--- config.mk ---
export PLATFORM = sky130hd
export DESIGN_NAME = alu8_with_booth_multiply
export DESIGN_NICKNAME = d
export VERILOG_FILES = /design/src/hdl/alu8bm_pkg.sv /design/src/hdl/alu8bm_logic_unit.sv /design/src/hdl/alu8bm_booth_stage.sv /design/src/hdl/alu8_with_booth_multiply.sv
export SDC_FILE = /design/constraint.sdc
export NUM_CORES = 1
export LEC_CHECK = 0
export BUFFER_PORTS_ARGS = -buffer_cell sky130_fd_sc_hd__buf_2
export CAP_MARGIN = 20
export CORE_ASPECT_RATIO = 0.9
export CORE_UTILIZATION = 30
export DETAILED_ROUTE_END_ITERATION = 10
export GPL_TIMING_DRIVEN = 1
export HOLD_SLACK_MARGIN = 0.05
export SETUP_SLACK_MARGIN = 0.02
export SYNTH_ARGS = -nofsm -noshare
export SYNTH_HDL_FRONTEND = slang
export SYNTH_SLANG_ARGS = --single-unit
export TNS_END_PERCENT = 50
--- constraint.sdc ---
create_clock -name clk -period 5.9 [get_ports clk]
set_input_delay 1.18 -clock clk [delete_from_list [all_inputs] [get_ports clk]]
set_output_delay 1.18 -clock clk [all_outputs]
set_load 0.02 [all_outputs]
--- src/hdl/alu8bm_pkg.sv ---
// ----------------------------------------------------------------------------
// alu8bm_pkg
// Opcodes, pipeline word types and the Booth step function for the ALU.
// ----------------------------------------------------------------------------
package alu8bm_pkg;

  // opcodes
  localparam logic [3:0] OP_ADD = 4'd1;
  localparam logic [3:0] OP_SUB = 4'd2;
  localparam logic [3:0] OP_MUL = 4'd3;
  localparam logic [3:0] OP_AND = 4'd4;
  localparam logic [3:0] OP_OR  = 4'd5;
  localparam logic [3:0] OP_NOT = 4'd6;
  localparam logic [3:0] OP_XOR = 4'd7;
  localparam logic [3:0] OP_SHR = 4'd8;
  localparam logic [3:0] OP_SHL = 4'd9;

  // flag thresholds
  localparam logic [15:0] CARRY_LIMIT = 16'h01FF;
  localparam logic [15:0] OVF_LIMIT   = 16'h00FF;

  // Booth iteration split over the pipeline
  localparam int BOOTH_STEPS     = 8;
  localparam int STEPS_PER_STAGE = 2;
  localparam int BOOTH_STAGES    = BOOTH_STEPS / STEPS_PER_STAGE;

  // word carried down the pipeline
  typedef struct packed {
    logic        is_mul;
    logic [15:0] alt_result;  // result of every non-multiply opcode
    logic [7:0]  m;           // multiplicand
    logic [7:0]  acc;         // Booth A register
    logic [7:0]  q;           // Booth Q register
    logic        qn1;         // Booth Q(-1)
  } pipe_word_t;

  // one radix-2 Booth step; A wraps at 8 bits
  function automatic pipe_word_t booth_step(input pipe_word_t w);
    pipe_word_t o;
    logic [7:0] sum;
    o = w;
    case ({w.q[0], w.qn1})
      2'b10:   sum = w.acc - w.m;
      2'b01:   sum = w.acc + w.m;
      default: sum = w.acc;
    endcase
    o.qn1 = w.q[0];
    o.q   = {sum[0], w.q[7:1]};
    o.acc = {sum[7], sum[7:1]};
    return o;
  endfunction

endpackage

--- src/hdl/alu8bm_logic_unit.sv ---
// ----------------------------------------------------------------------------
// alu8bm_logic_unit
// Add, subtract, bitwise and shift results; unknown opcodes give zero.
// ----------------------------------------------------------------------------
module alu8bm_logic_unit
  import alu8bm_pkg::*;
(
  input  logic [7:0]  operand_a,
  input  logic [7:0]  operand_b,
  input  logic [3:0]  opcode,
  output logic [15:0] result
);

  logic [7:0]  neg_b;
  logic [15:0] shl_val;

  assign neg_b   = ~operand_b + 8'd1;
  assign shl_val = {8'd0, operand_a} << operand_b[3:0];

  always_comb begin
    case (opcode)
      OP_ADD: result = {7'd0, {1'b0, operand_a} + {1'b0, operand_b}};
      OP_SUB: result = {7'd0, {1'b0, operand_a} + {1'b0, neg_b}};
      OP_AND: result = {8'd0, operand_a & operand_b};
      OP_OR:  result = {8'd0, operand_a | operand_b};
      OP_NOT: result = {8'd0, ~operand_a};
      OP_XOR: result = {8'd0, operand_a ^ operand_b};
      // shift by 8 or more clears everything
      OP_SHR: result = (operand_b < 8'd8) ? {8'd0, operand_a >> operand_b[2:0]} : 16'd0;
      // shift by 16 or more clears everything
      OP_SHL: result = (operand_b < 8'd16) ? shl_val : 16'd0;
      default: result = 16'd0;
    endcase
  end

endmodule

--- src/hdl/alu8bm_booth_stage.sv ---
// ----------------------------------------------------------------------------
// alu8bm_booth_stage
// One pipeline stage running STEPS_PER_STAGE Booth steps on the word.
// ----------------------------------------------------------------------------
module alu8bm_booth_stage
  import alu8bm_pkg::*;
(
  input  logic       clk,
  input  logic       rst_n,
  input  logic       vld_i,
  input  pipe_word_t word_i,
  output logic       rdy_o,
  output logic       vld_o,
  output pipe_word_t word_o,
  input  logic       rdy_i
);

  logic       vld_r;
  pipe_word_t word_r;
  pipe_word_t word_nxt;

  // Booth steps for this stage
  always_comb begin
    word_nxt = word_i;
    for (int i = 0; i < STEPS_PER_STAGE; i++) begin
      word_nxt = booth_step(word_nxt);
    end
  end

  // stage moves when empty or downstream takes its word
  assign rdy_o = !vld_r || rdy_i;

  always_ff @(posedge clk) begin
    if (!rst_n) begin
      vld_r <= 1'b0;
    end else if (rdy_o) begin
      vld_r <= vld_i;
    end
  end

  always_ff @(posedge clk) begin
    if (rdy_o && vld_i) begin
      word_r <= word_nxt;
    end
  end

  assign vld_o  = vld_r;
  assign word_o = word_r;

endmodule

--- src/hdl/alu8_with_booth_multiply.sv ---
// ----------------------------------------------------------------------------
// alu8_with_booth_multiply: each accepted word passes the entry, Booth and flag stages in turn.
// Throughput one word per cycle while out_stall is low; entry stage, four Booth stages, flag stage.
// Synchronous active-low reset empties every stage; no words are held over.
// ----------------------------------------------------------------------------
module alu8_with_booth_multiply
  import alu8bm_pkg::*;
(
  input  logic        clk,
  input  logic        rst_n,
  input  logic        in_valid,
  output logic        in_stall,
  input  logic [7:0]  in_operand_a,
  input  logic [7:0]  in_operand_b,
  input  logic [3:0]  in_opcode,
  output logic        out_valid,
  input  logic        out_stall,
  output logic [15:0] out_result,
  output logic        out_zero_flag,
  output logic        out_carry_flag,
  output logic        out_sign_flag,
  output logic        out_overflow_flag
);

  logic [15:0] alt_res;
  logic        ent_vld_r;
  pipe_word_t  ent_word_r;
  pipe_word_t  ent_word_nxt;
  logic        ent_rdy;

  logic       stg_vld [BOOTH_STAGES+1];
  pipe_word_t stg_word[BOOTH_STAGES+1];
  logic       stg_rdy [BOOTH_STAGES+1];

  logic        out_valid_r;
  logic [15:0] res_r;
  logic        zf_r, cf_r, sf_r, of_r;
  logic        out_rdy;
  logic [15:0] res_nxt;

  // non-multiply results
  alu8bm_logic_unit u_logic (
    .operand_a(in_operand_a),
    .operand_b(in_operand_b),
    .opcode   (in_opcode),
    .result   (alt_res)
  );

  // entry word: Booth A and Q(-1) start cleared, Q holds operand_b
  always_comb begin
    ent_word_nxt.is_mul     = (in_opcode == OP_MUL);
    ent_word_nxt.alt_result = alt_res;
    ent_word_nxt.m          = in_operand_a;
    ent_word_nxt.acc        = 8'd0;
    ent_word_nxt.q          = in_operand_b;
    ent_word_nxt.qn1        = 1'b0;
  end

  assign ent_rdy  = !ent_vld_r || stg_rdy[0];
  assign in_stall = !ent_rdy;

  always_ff @(posedge clk) begin
    if (!rst_n) begin
      ent_vld_r <= 1'b0;
    end else if (ent_rdy) begin
      ent_vld_r <= in_valid;
    end
  end

  always_ff @(posedge clk) begin
    if (ent_rdy && in_valid) begin
      ent_word_r <= ent_word_nxt;
    end
  end

  assign stg_vld[0]  = ent_vld_r;
  assign stg_word[0] = ent_word_r;

  // Booth stages
  for (genvar s = 0; s < BOOTH_STAGES; s++) begin : g_booth
    alu8bm_booth_stage u_stage (
      .clk   (clk),
      .rst_n (rst_n),
      .vld_i (stg_vld[s]),
      .word_i(stg_word[s]),
      .rdy_o (stg_rdy[s]),
      .vld_o (stg_vld[s+1]),
      .word_o(stg_word[s+1]),
      .rdy_i (stg_rdy[s+1])
    );
  end

  // output stage: result select and flags
  assign out_rdy              = !out_valid_r || !out_stall;
  assign stg_rdy[BOOTH_STAGES] = out_rdy;

  assign res_nxt = stg_word[BOOTH_STAGES].is_mul
                 ? {stg_word[BOOTH_STAGES].acc, stg_word[BOOTH_STAGES].q}
                 : stg_word[BOOTH_STAGES].alt_result;

  always_ff @(posedge clk) begin
    if (!rst_n) begin
      out_valid_r <= 1'b0;
    end else if (out_rdy) begin
      out_valid_r <= stg_vld[BOOTH_STAGES];
    end
  end

  always_ff @(posedge clk) begin
    if (out_rdy && stg_vld[BOOTH_STAGES]) begin
      res_r <= res_nxt;
      zf_r  <= (res_nxt == 16'd0);
      cf_r  <= (res_nxt >= CARRY_LIMIT);
      sf_r  <= res_nxt[7];
      of_r  <= (res_nxt >= OVF_LIMIT);
    end
  end

  assign out_valid         = out_valid_r;
  assign out_result        = res_r;
  assign out_zero_flag     = zf_r;
  assign out_carry_flag    = cf_r;
  assign out_sign_flag     = sf_r;
  assign out_overflow_flag = of_r;

endmodule
-- Yosys cells after proc, flatten, opt, wreduce, memory -nomap -nowiden
Cells that the tools add are included.
- add/sub/neg operators: 18
- $lt $le $gt $ge: 4
- equal/unequal tests: 23
- shift operators: 2
- multiplexer cells: 12
- bitwise gates (word level): 5
- reduce and logical (&&, ||, !) cells: 21
- operators with widths (cell ; number):
    $pmux 16 s8 ; 1
    $pmux 8 s2 ; 7
    $add 8x8->8 ; 7
    $sub 8x8->8 ; 7
    $mux 16 ; 2
    $add 8x8->9 ; 2
    $eq 4x3->1 const B ; 4
    $ge 16x8->1 const B ; 1
    $ge 16x9->1 const B ; 1
    $logic_not 16->1 ; 1
    $mux 8 ; 2
    $not 8->8 ; 2
    $shl 8x4->16 ; 1
    $eq 2x1->1 const B ; 7
    $eq 2x2->1 const B ; 7
    $add 8x1->8 const B ; 1
    $and 8x8->8 ; 1
    $eq 4x2->1 const B ; 2
    $eq 4x4->1 const B ; 2
    $logic_not 1->1 ; 8
    $lt 8x4->1 const B ; 1
    $lt 8x5->1 const B ; 1
    $or 8x8->8 ; 1
    $shr 8x3->8 ; 1
    other kinds (5) ; 15
- flip-flop bits (word level): 214
- output and inout bits: 22

-- Longest topological paths before layout
Gate-level depths: netlist of run 1.
- depth in word-level cells: 8
- mapped depth: 20

-- By module
A second synthesis of run 1 with hierarchy kept.
- cells, all modules: 1073
- area total of the unflattened synthesis: 13053.8 um2
- by module, submodules not included (module ; instances ; cells an instance ; area an instance (um2) ; seq. area each (um2)):
    alu8bm_booth_stage at g_booth[2].u_stage ... ; 2 ; 179 ; 2287.2 ; 1251.2
    alu8bm_booth_stage at g_booth[0].u_stage ; 1 ; 180 ; 2285.9 ; 1251.2
    alu8bm_booth_stage at g_booth[1].u_stage ; 1 ; 179 ; 2283.4 ; 1251.2
    alu8_with_booth_multiply ; 1 ; 109 ; 2001.9 ; 1601.5
    alu8bm_logic_unit ; 1 ; 247 ; 1908.1 ; 0.0

-- Worst setup path after synthesis of run 1
OpenSTA, ideal clock, no wires.
- path type: input -> register
- start point: input port out_stall
- end point: register g_booth[0].u_stage.word_r (netlist bit g_booth[0].u_stage.word_o[0]), enable pin
- library setup time: 502 ps
- arrival: 4640 ps
- data required time: 5398 ps
- slack: 758 ps
- stages: 3
- buffers on the path: 0
- path through: and3_1 > and3_1 > a21boi_0
- cells in the longest elaborated chain, start to end: 7
- ends and longest elaborated chain (item ; line ; RTL):
    start, declared ; alu8_with_booth_multiply.sv:17 ; input logic out_stall,
    $logic_not 1->1 ; alu8_with_booth_multiply.sv:94 ; assign out_rdy = !out_valid_r || !out_stall;
    $logic_or 1x1->1 ; alu8_with_booth_multiply.sv:94 ;
    $logic_or 1x1->1 (4 in a row) ; alu8bm_booth_stage.sv:31 ; assign rdy_o = !vld_r || rdy_i;
    $logic_and 1x1->1 ; alu8bm_booth_stage.sv:42 ; if (rdy_o && vld_i) begin
    end signal, assigned ; alu8bm_booth_stage.sv:43 ; word_r <= word_nxt;
    end, declared ; alu8bm_booth_stage.sv:19 ; pipe_word_t word_r;
Every way passes these cells.
A chain may end at the register's enable or synchronous reset.

==> reports/results.ini, run 1 <==
[timing]
drv_slew = 0
final.setup.tns_ns = 0
skew_ns = 0.0170
slew-limit-headroom = 0.313
fin_crit_sh = 0.688
tightestPinTransition_ns = 1.02
fmax_ghz = 0.246
finalCriticalPeriod_ns = 4.06
hold_violations = 0
rsz0062_at_grt = no
setup_viol_count_final = 0

[floorplan]
die_y_microns = 192
initial_core_util = 0.305
core_sq_um = 39500
row_count = 69
pin_count = 46
die_area_sq_um = 41000
die_w_microns = 213

[synth]
synth_edf_count = 207
ys_warn_count = 0
yosys-top-cells-area = edfxtp_1, ha_1, xor2_1
synth_top_area_share = 0.516
syn_area_per_cell_sq_um = 11.5
synth_largest_area_cell = edfxtp_1
syn-num-nets = 1165
syn-instance-count = 1046
ys_seq_elements = 213
syn_area_sq_um = 12100
ys_async_sr_fraction = 0
yosysSeqAreaShare = 0.526
synth.distinct_cells = 62
synth-main-ff-cell = edfxtp_1

[power]
p_comb_frac = 0.124
powerDensity_nw_per_um2 = 254
clkPwrFrac = 0.378
power.leakage_nw = 5.08
ir_drop_uv = 190
switchingPower_w = 0.000806
p_int_w = 0.00266
power.total_w = 0.00346
power_frac_seq = 0.498
switching_share = 0.233

[clock_network]
cts_buffers = 22
cts_sinks = 213
tritoncts = yes
insertion_delay_ns = 0.51
cts_buffer_depth = 3
clockRootBuffer = clkbuf_16
path_clk_slew_ns = 0.06
cts_resized = 0
cts_max_level = 1
postCtsSetupBuffers = 0
holdBufCountCts = 0

[setup_path]
arrival_ns = 4.30
crit_fanout = 7
critPathLaunchType = register
critical_path_class = reg -> reg
end_kind = register
cp.required_ns = 6.14

[layout]
fillers = 3996
mostFrequentLayoutCell = edfxtp_1
utilization = 0.344
drive_above_1_share = 0.116
n_antenna_cell = 0
final_nets = 1210
layout_common_cells = edfxtp_1, nor2_1, ha_1
final_cells = 1639
area_growth_pct = 13.0

[global_route]
grt_pass1_vias = 7608
grt_usage = 0.116
antenna_found_initial = 0
overflow = 0
grt_max_degree = 42
grt_pass1_wl_mm = 38.8

[route]
drtIter0Drc = 534
routed_wl_mm = 23.4
ant_nets = 0
dr.pass1.iters = 5
drc = 0
wl_per_cell_microns = 14.3
detail_route.vias_per_cell = 4.69
via_count = 7694

[outcome]
status = completed

[place]
gp_congestion = 0.860
place.port_buffers = 45
hpwl_mm = 17.4
numPlacedInstances = 1598

[run]
maxCapViolCount = 0

[min_path]
hp-class = reg -> reg

==> routing by layer <==
layer / share of wire / vias up / global-route usage
met5: 0 / - / 0
met4: 0.018 / 0 / 0.0280
met3: 0.036 / 32 / 0.0152
met2: 0.45 / 138 / 0.190
met1: 0.49 / 3639 / 0.162
li1: - / 3885 / -
==> logic make-up (layout without fill, tap and decap cells) <==
logic type | Yosys count | count (layout) | synth area share
AO/OA/AOI/OAI | 222 | 222 | 0.114
XOR/XNOR | 102 | 102 | 0.0741
adder cells (fa/ha/maj) | 95 | 95 | 0.104
buffers and inverters | 94 | 155 | 0.0300
flip-flops | 213 | 213 | 0.526
multiplexers | 50 | 50 | 0.0445
AND/OR/NAND/NOR | 270 | 270 | 0.108
==> synth_stat cells (5+ instances only) <==
| cell | count |
|---|---|
| fa_1 | 8 |
| xor2_1 | 58 |
| mux2_2 | 27 |
| o41ai_1 | 6 |
| a21o_1 | 8 |
| ha_1 | 87 |
| nor3b_1 | 5 |
| o21bai_1 | 6 |
| and2_1 | 7 |
| nand2_1 | 70 |
| edfxtp_1 | 207 |
| a31oi_1 | 5 |
| mux2i_1 | 21 |
| nor3_1 | 17 |
| nor4_1 | 7 |
| o21ai_0 | 63 |
| nand3_1 | 5 |
| xnor2_1 | 44 |
| inv_1 | 63 |
| nand2b_1 | 15 |
| o21a_1 | 11 |
| a211oi_1 | 14 |
| a21oi_1 | 67 |
| nor2b_1 | 20 |
| nor2_1 | 97 |
| and3_1 | 6 |
| dfxtp_1 | 6 |
| a22oi_1 | 8 |
| clkbuf_1 | 22 |
==> state kept, by name (all words and copies together) (netlist names) <==
name                    flops
g_booth.u_stage.word_o    155
ent_word_r                 33
out_result                 16
g_booth.u_stage.vld_o       4
ent_vld_r                   1
out_carry_flag              1
out_overflow_flag           1
out_valid                   1
out_zero_flag               1
==> worst max-delay path, cell delays in order, from the launching register on <==
cell and delay [ns]:
edfxtp_1 0.41, inv_1 0.07, ha_1 0.29, mux2_2 0.40, fa_1 0.43, a21o_1 0.19
a21oi_1 0.23, xnor2_1 0.08, o21ai_0 0.29, ha_1 0.34, o21a_1 0.19, o31a_1 0.13
o41ai_1 0.36, xnor2_1 0.17, nor2_1 0.06, xor2_1 0.15
==> cell type report <==
class	count	area, sq um	area share
Inverter	63	236	0.0174
Clock inverter	7	73.8	0.00542
Timing Repair Buffer	52	290	0.0213
Sequential cell	213	6340	0.465
Clock buffer	33	622	0.0457
Tap cell	532	666	0.0489
Multi-Input combinational cell	739	5390	0.396
==> worst paths after layout <==
path / start / endpoint / slack (ns) / depth (start not counted)
worst max-delay path: g_booth[1].u_stage.word_o[1] / g_booth[2].u_stage.word_o[15] / 1.84 / 15
worst min register to register: g_booth[0].u_stage.word_o[30] / g_booth[1].u_stage.word_o[30] / 0.41 / 0
worst max register to register: g_booth[1].u_stage.word_o[1] / g_booth[2].u_stage.word_o[15] / 1.84 / 15
worst min-delay path: g_booth[0].u_stage.word_o[30] / g_booth[1].u_stage.word_o[30] / 0.41 / 0
==> power groups by stage <==
stage,clock network [W],logic [W],registers (W)
6_report,0.00131,0.000428,0.00173
5_1_grt,0.00140,0.000484,0.00173
4_1_cts,0.00135,0.000428,0.00173
3_5_place_dp,0,0.000425,0.00176
3_3_place_gp,0,0.000414,0.00176
2_1_floorplan,0,0.000330,0.00175
==> metrics by stage <==
stage / hold WS [ns] / area (sq um) / setup WS (ns)
4_1_cts: 0.417 / 13600 / 1.86
6_report: 0.415 / 13600 / 1.84
2_1_floorplan: 0.400 / 12100 / 0.758
5_1_grt: 0.423 / 13600 / 1.51
3_3_place_gp: 0.403 / 12900 / 1.89
3_5_place_dp: 0.405 / 12900 / 1.86
Note: power is estimated with default switching activity, not from simulation.
==> run 2: changes to the inputs <==
--- a/config.mk
+++ b/config.mk
@@ -5,6 +5,7 @@
 export SDC_FILE = /design/constraint.sdc
 export NUM_CORES = 1
 export LEC_CHECK = 0
+export ABC_AREA = 1
 export BUFFER_PORTS_ARGS = -buffer_cell sky130_fd_sc_hd__buf_2
 export CAP_MARGIN = 20
 export CORE_ASPECT_RATIO = 0.9
==> constraint.sdc (replaced) <==
create_clock -name clk -period 3.6 [get_ports clk]
set_input_delay 0.72 -clock clk [delete_from_list [all_inputs] [get_ports clk]]
set_output_delay 0.72 -clock clk [all_outputs]
set_load 0.02 [all_outputs]
==> run 2 against run 1 <==
Compared with the run above:
- clock power rose by 63%
- flip-flop and latch count did not move
- sequential share of layout area fell by 2.6 points
- worst setup slack got worse by 1.7 ns
- clock skew fell by 0.0088 ns
- critical endpoint is now g_booth[1].u_stage.word_o[15]
- utilization rose by 1.2 points
- register-to-register slack got worse by 1.7 ns
- die area rose by 2.2%
==> reports/results.ini, run 2 <==
[setup_path]
critPathLaunchType = register  ; unchanged
crit_fanout = 5  ; was 7
critical_path_class = reg -> reg  ; unchanged
cp.required_ns = 3.85  ; was 6.14 ns
arrival_ns = 3.74  ; was 4.30 ns
end_kind = register  ; unchanged

[power]
power.total_w = 0.00601  ; was 0.00346 W
powerDensity_nw_per_um2 = 416  ; was 254 nW/um^2
power.leakage_nw = 6.08  ; was 5.08 nW
ir_drop_uv = 384  ; was 190 uV

[global_route]
top_usage_layer = met2  ; unchanged
grt_use_met1 = 0.174  ; was 0.162
antenna_found_initial = 0  ; unchanged
grt_pass1_vias = 8592  ; was 7,608
grt_max_degree = 42  ; unchanged
overflow = 0  ; unchanged
met3_usage = 0.0176  ; was 0.0152
met2_usage = 0.195  ; was 0.190
grt_pass1_wl_mm = 42.4  ; was 38.8 mm
grt_usage = 0.122  ; was 0.116

[synth]
synth_edf_count = 207  ; unchanged
synth_largest_area_cell = edfxtp_1  ; unchanged
ys_async_sr_fraction = 0  ; unchanged
syn_area_per_cell_sq_um = 9.14  ; was 11.5 sq um
synth-main-ff-cell = edfxtp_1  ; unchanged
syn_area_sq_um = 12300  ; was 12,100 sq um
synth_top_area_share = 0.504  ; was 0.516
ys_warn_count = 0  ; unchanged
ys_seq_elements = 213  ; unchanged
yosys-top-cells-area = edfxtp_1, nand2_1, ha_1  ; was edfxtp_1, ha_1, xor2_1
syn-num-nets = 1467  ; was 1,165
synthTopCellsByCount = nand2_1, edfxtp_1, inv_1  ; was edfxtp_1, nor2_1, ha_1
syn-instance-count = 1348  ; was 1,046
synth_most_common_cell = nand2_1  ; was edfxtp_1
yosysSeqAreaShare = 0.514  ; was 0.526
synth.distinct_cells = 46  ; was 62

[timing]
hold_violations = 0  ; unchanged
tightestPinTransition_ns = 1.03  ; was 1.02 ns
hold_slack_ns = 0.413  ; was 0.415 ns
rsz0062_at_grt = yes  ; was no
setup_viol_count_final = 0  ; unchanged
fin_crit_sh = 0.971  ; was 0.688
finalCriticalPeriod_ns = 3.49  ; was 4.06 ns
skew_ns = 0.00819  ; was 0.0170 ns
worst_slack_ns = 0.106  ; was 1.84 ns
drv_slew = 0  ; unchanged
slew-limit-headroom = 0.312  ; was 0.313
fmax_ghz = 0.286  ; was 0.246 GHz

[floorplan]
die_area_sq_um = 41900  ; was 41,000 sq um
pin_count = 46  ; unchanged
row_count = 70  ; was 69
die_y_microns = 194  ; was 192 microns
initial_core_util = 0.304  ; was 0.305
die_w_microns = 216  ; was 213 microns
core_sq_um = 40600  ; was 39,500 sq um

[layout]
fillers = 4035  ; was 3,996
largest_reg_flops = 155  ; unchanged
final_nets = 1557  ; was 1,210
layout_common_cells = nand2_1, edfxtp_1, inv_1  ; was edfxtp_1, nor2_1, ha_1
design_area_sq_um = 14400  ; was 13,600 sq um
mostFrequentLayoutCell = nand2_1  ; was edfxtp_1
drive_above_1_share = 0.151  ; was 0.116
area_growth_pct = 17.2  ; was 13.0%
n_antenna_cell = 0  ; unchanged

[place]
gp_congestion = 0.871  ; was 0.860
hpwl_mm = 20.0  ; was 17.4 mm
post-place-ws_ns = -0.0893  ; was 1.86 ns
placed_area_sq_um = 13400  ; was 12,900 sq um
place.port_buffers = 45  ; unchanged

[clock_network]
cts_buffer_depth = 3  ; unchanged
cts_sinks = 213  ; unchanged
cts_buffers = 22  ; unchanged
path_clk_slew_ns = 0.06  ; about the same
clockRootBuffer = clkbuf_16  ; unchanged
cts_max_level = 1  ; unchanged
tritoncts = yes  ; unchanged
insertion_delay_ns = 0.50  ; was 0.51 ns

[route]
detail_route.vias_per_cell = 4.62  ; was 4.69
ant_nets = 0  ; unchanged
via_count = 9217  ; was 7,694
wl_per_cell_microns = 13.1  ; was 14.3 microns
drc = 0  ; unchanged
dr.pass1.iters = 5  ; unchanged
routed_wl_mm = 26.1  ; was 23.4 mm
drtIter0Drc = 575  ; was 534

[outcome]
status = completed  ; unchanged

[run]
maxCapViolCount = 0  ; unchanged

[min_path]
hp-class = reg -> reg  ; unchanged

==> run 2: cell types whose count changed after synthesis, sizes merged, moves of 31 or more <==
cell,previous run,this run
inv,63,186
nand2,70,348
nand3,5,77
o21ai,65,122
xnor2,44,13
xor2,58,20
==> run 2: cell type report <==
| cell class | instances | area, sq um | share of cell area |
|---|---|---|---|
| inverter | 187 | 702 | 0.0486 |
| multi-input combinational | 922 | 5460 | 0.378 |
| tap | 540 | 676 | 0.0468 |
| timing repair buffer | 92 | 582 | 0.0403 |
| clock inverter | 14 | 105 | 0.00728 |
| sequential | 213 | 6340 | 0.439 |
| clock buffer | 25 | 583 | 0.0404 |
==> run 2: worst paths after layout <==
path | from | to | slack, ns | depth (start not counted)
worst max-delay path | g_booth[0].u_stage.word_o[17] | g_booth[1].u_stage.word_o[15] | 0.11 | 26
worst min-delay path | ent_word_r[28] | g_booth[0].u_stage.word_o[28] | 0.41 | 0
worst max register to register | g_booth[0].u_stage.word_o[17] | g_booth[1].u_stage.word_o[15] | 0.11 | 26
worst min register to register | ent_word_r[28] | g_booth[0].u_stage.word_o[28] | 0.41 | 0
==> run 2: timing repair <==
item                                    in CTS  in global routing
endpoints found under the setup margin       3                 11
pin swaps                                    0                 58
hold buffers                                 0                  0
gates resized for setup                      8                 88
setup buffers                                0                 13
==> run 2: power by group <==
group          switching, W  internal (W)  total [W]
sequential        0.0000482       0.00283    0.00288
combinational      0.000614      0.000379   0.000993
clock              0.000904       0.00124    0.00214
==> run 2: cell families (layout without fill, tap and decap cells) <==
| logic type | count (synthesis) | after routing | synth area share |
|---|---|---|---|
| compound gates | 226 | 226 | 0.0998 |
| simple gates | 565 | 565 | 0.192 |
| buf+inv | 213 | 318 | 0.0672 |
| flops | 213 | 213 | 0.514 |
| xor+xnor | 33 | 33 | 0.0235 |
| mux | 3 | 3 | 0.00244 |
| fa+ha+maj | 95 | 95 | 0.101 |
==> run 2: per-stage QoR <==
stage	TNS (ns)	instances	utilization
after floorplan	0	1348	-
after global placement	0	1941	0.330
after detailed placement	-0.163	1941	0.330
after CTS	0	1980	0.348
after global routing	-0.436	1993	0.356
final	0	1993	0.356
==> run 2: critical path, cell delays in order, from the launching register on <==
cell      delay, ns
edfxtp_1       0.40
inv_2          0.08
ha_1           0.14
inv_1          0.05
nor2_2         0.11
inv_2          0.07
nand2_1        0.09
o21ai_2        0.07
ha_1           0.32
nand3_1        0.12
nand3_2        0.10
inv_1          0.07
or2_2          0.27
nand3_1        0.08
o21ai_2        0.08
inv_1          0.07
ha_2           0.29
a21oi_2        0.13
nand2_1        0.09
nand4_1        0.10
nand3_2        0.09
nand2_1        0.08
nand2_1        0.06
nor2_2         0.13
inv_1          0.05
nand2_1        0.05
nand2_1        0.05
==> run 2: routing by layer <==
metal  vias up  wire length [microns]
met5         -                      0
met4         0                    488
met3        41                   1060
met2       192                  11600
met1      4238                  12900
li1       4746                      -
==> run 3: changes to the inputs <==
--- a/config.mk
+++ b/config.mk
@@ -9,10 +9,11 @@
 export BUFFER_PORTS_ARGS = -buffer_cell sky130_fd_sc_hd__buf_2
 export CAP_MARGIN = 20
 export CORE_ASPECT_RATIO = 0.9
-export CORE_UTILIZATION = 30
+export CORE_UTILIZATION = 57
 export DETAILED_ROUTE_END_ITERATION = 10
 export GPL_TIMING_DRIVEN = 1
 export HOLD_SLACK_MARGIN = 0.05
+export PLACE_DENSITY = 0.77
 export SETUP_SLACK_MARGIN = 0.02
 export SYNTH_ARGS = -nofsm -noshare
 export SYNTH_HDL_FRONTEND = slang
==> run 3 against run 2 <==
Compared with the run above:
- die area is 47% lower
- utilization is 31 points higher
- clock skew increased by 0.011 ns
- sequential power barely moved
- largest power group unchanged
==> reports/results.ini, run 3 (synthesis results as in run 2) <==
[outcome]
status = completed  ; unchanged

[global_route]
overflow = 0  ; unchanged
grt_max_degree = 42  ; unchanged
grt_pass1_wl_mm = 40.2  ; was 42.4 mm
grt_pass1_vias = 8527  ; was 8,592
antenna_found_initial = 0  ; unchanged
grt_usage = 0.229  ; was 0.122

[layout]
area_growth_pct = 14.3  ; was 17.2%
register_area_sq_um = 6340  ; unchanged
fillers = 1621  ; was 4,035
design_area_sq_um = 14100  ; was 14,400 sq um
n_antenna_cell = 0  ; unchanged
drive_above_1_share = 0.141  ; was 0.151
final_nets = 1551  ; was 1,557
largest_reg_flops = 155  ; unchanged
multi_input_area_sq_um = 5470  ; was 5460 sq um
mostFrequentLayoutCell = nand2_1  ; unchanged
layout_common_cells = nand2_1, edfxtp_1, inv_1  ; unchanged

[setup_path]
worstReg2RegStart = g_booth[2].u_stage.word_o[17]  ; was g_booth[0].u_stage.word_o[17]
rrSetupSlack_ns = 0.09  ; was 0.11 ns
cp.required_ns = 3.86  ; was 3.85 ns
startpoint = g_booth[2].u_stage.word_o[17]  ; was g_booth[0].u_stage.word_o[17]
reg2reg_depth = 28  ; was 26
crit_path_frequent_cell = nand2_1  ; unchanged
critPathSlowestCell = edfxtp_1  ; unchanged
crit_fanout = 5  ; unchanged
arrival_ns = 3.77  ; was 3.74 ns
critical-path-max-stage-delay_ns = 0.41  ; was 0.40 ns
critPathLaunchType = register  ; unchanged
end_kind = register  ; unchanged
r2r_end = g_booth[3].u_stage.word_o[15]  ; was g_booth[1].u_stage.word_o[15]
critical_path_class = reg -> reg  ; unchanged

[clock_network]
cts_max_level = 1  ; unchanged
clockRootBuffer = clkbuf_16  ; unchanged
tritoncts = yes  ; unchanged
cts_sinks = 213  ; unchanged
holdBufCountCts = 0  ; unchanged
path_clk_slew_ns = 0.07  ; was 0.06 ns
insertion_delay_ns = 0.50  ; about the same
cts_buffers = 21  ; was 22
cts_buffer_depth = 3  ; unchanged

[place]
hpwl_mm = 18.6  ; was 20.0 mm
post-place-ws_ns = -0.119  ; was -0.0893 ns
placed_area_sq_um = 13000  ; was 13,400 sq um
place.port_buffers = 45  ; unchanged
gp_congestion = 0.939  ; was 0.871

[floorplan]
die_y_microns = 141  ; was 194 microns
initial_core_util = 0.586  ; was 0.304
row_count = 50  ; was 70
pin_count = 46  ; unchanged
core_sq_um = 21000  ; was 40,600 sq um
die_w_microns = 157  ; was 216 microns
die_area_sq_um = 22200  ; was 41,900 sq um

[timing]
skew_ns = 0.0192  ; was 0.00819 ns
worst_slack_ns = 0.0868  ; was 0.106 ns
drv_slew = 0  ; unchanged
finalCriticalPeriod_ns = 3.51  ; was 3.49 ns
tightestPinTransition_ns = 0.995  ; was 1.03 ns
fin_crit_sh = 0.976  ; was 0.971
slew-limit-headroom = 0.337  ; was 0.312
hold_violations = 0  ; unchanged
fmax_ghz = 0.285  ; was 0.286 GHz
rsz0062_at_grt = yes  ; unchanged
setup_viol_count_final = 0  ; unchanged

[run]
maxCapViolCount = 0  ; unchanged

[route]
detail_route.vias_per_cell = 5.40  ; was 4.62
drtIter0Drc = 654  ; was 575
via_count = 9352  ; was 9,217
routed_wl_mm = 25.6  ; was 26.1 mm
wl_per_cell_microns = 14.8  ; was 13.1 microns
ant_nets = 0  ; unchanged
drc = 0  ; unchanged
dr.pass1.iters = 7  ; was 5

[min_path]
worst_hold_path.endpoint = g_booth[0].u_stage.word_o[37]  ; was g_booth[0].u_stage.word_o[28]
hold_depth = 0  ; unchanged
hold_start = ent_word_r[37]  ; was ent_word_r[28]
hp-class = reg -> reg  ; unchanged

[power]
powerDensity_nw_per_um2 = 426  ; was 416 nW/um^2
power.leakage_nw = 6.04  ; was 6.08 nW
switching_share = 0.256  ; was 0.260
p_comb_frac = 0.165  ; about the same
p_int_w = 0.00447  ; was 0.00445 W
ir_drop_uv = 395  ; was 384 uV
power_frac_seq = 0.480  ; was 0.479
switchingPower_w = 0.00153  ; was 0.00157 W
clkPwrFrac = 0.355  ; was 0.356

==> run 3: what timing repair did <==
| item | CTS | global route |
|---|---|---|
| resized for setup | 10 | 86 |
| setup endpoints to repair | 4 | 10 |
| pin swaps | 2 | 59 |
| cloned | 0 | 0 |
| buffers inserted | 0 | 20 |
==> run 3: per-layer routing <==
layer | vias to the layer above | track usage | routed length (microns)
met5 | - | 0 | 0
met4 | 0 | 0.0630 | 421
met3 | 32 | 0.0367 | 1410
met2 | 285 | 0.396 | 12500
met1 | 4293 | 0.297 | 11300
li1 | 4742 | - | -
==> run 3: per-stage QoR <==
stage | utilization | power (W) | hold slack, ns | cells | setup TNS, ns
finish | 0.670 | 0.00600 | 0.411 | 1733 | 0
global route | 0.670 | 0.00625 | 0.419 | 1733 | -0.477
CTS | 0.651 | 0.00595 | 0.411 | 1713 | 0
detailed placement | 0.617 | 0.00383 | 0.405 | 1675 | -0.315
global placement | 0.617 | 0.00379 | 0.401 | 1675 | 0
floorplan | - | 0.00360 | 0.400 | 1348 | 0
==> run 3: worst max-delay path, delay by kind of cell (launching register included) <==
family          cells  cell delay (ns)
simple gates       15             1.19
compound gates      5             0.71
buf+inv             5             0.29
fa+ha+maj           3             0.66
flops               1             0.41
==> run 3: area by class of cell <==
class,count,area share
tap,286,0.0254
clock buffer,29,0.0402
timing repair buffer,87,0.0384
clock inverter,9,0.00808
inverter,187,0.0500
multi-input combinational,922,0.388
sequential,213,0.450
==> run 3: how the worst max path moves through the flow <==
stage / end
after floorplan: g_booth[3].u_stage.word_o[15]
after global placement: g_booth[3].u_stage.word_o[15]
after detailed placement: g_booth[2].u_stage.word_o[15]
after CTS: g_booth[2].u_stage.word_o[15]
after global routing: g_booth[1].u_stage.word_o[15]
final: g_booth[3].u_stage.word_o[15]
==> run 3: power groups by stage <==
stage / combinational (W) / clock [W] / sequential (W)
finish: 0.000989 / 0.00213 / 0.00288
global route: 0.00112 / 0.00225 / 0.00289
CTS: 0.000917 / 0.00216 / 0.00288
detailed placement: 0.000894 / 0 / 0.00293
global placement: 0.000867 / 0 / 0.00293
floorplan: 0.000679 / 0 / 0.00292
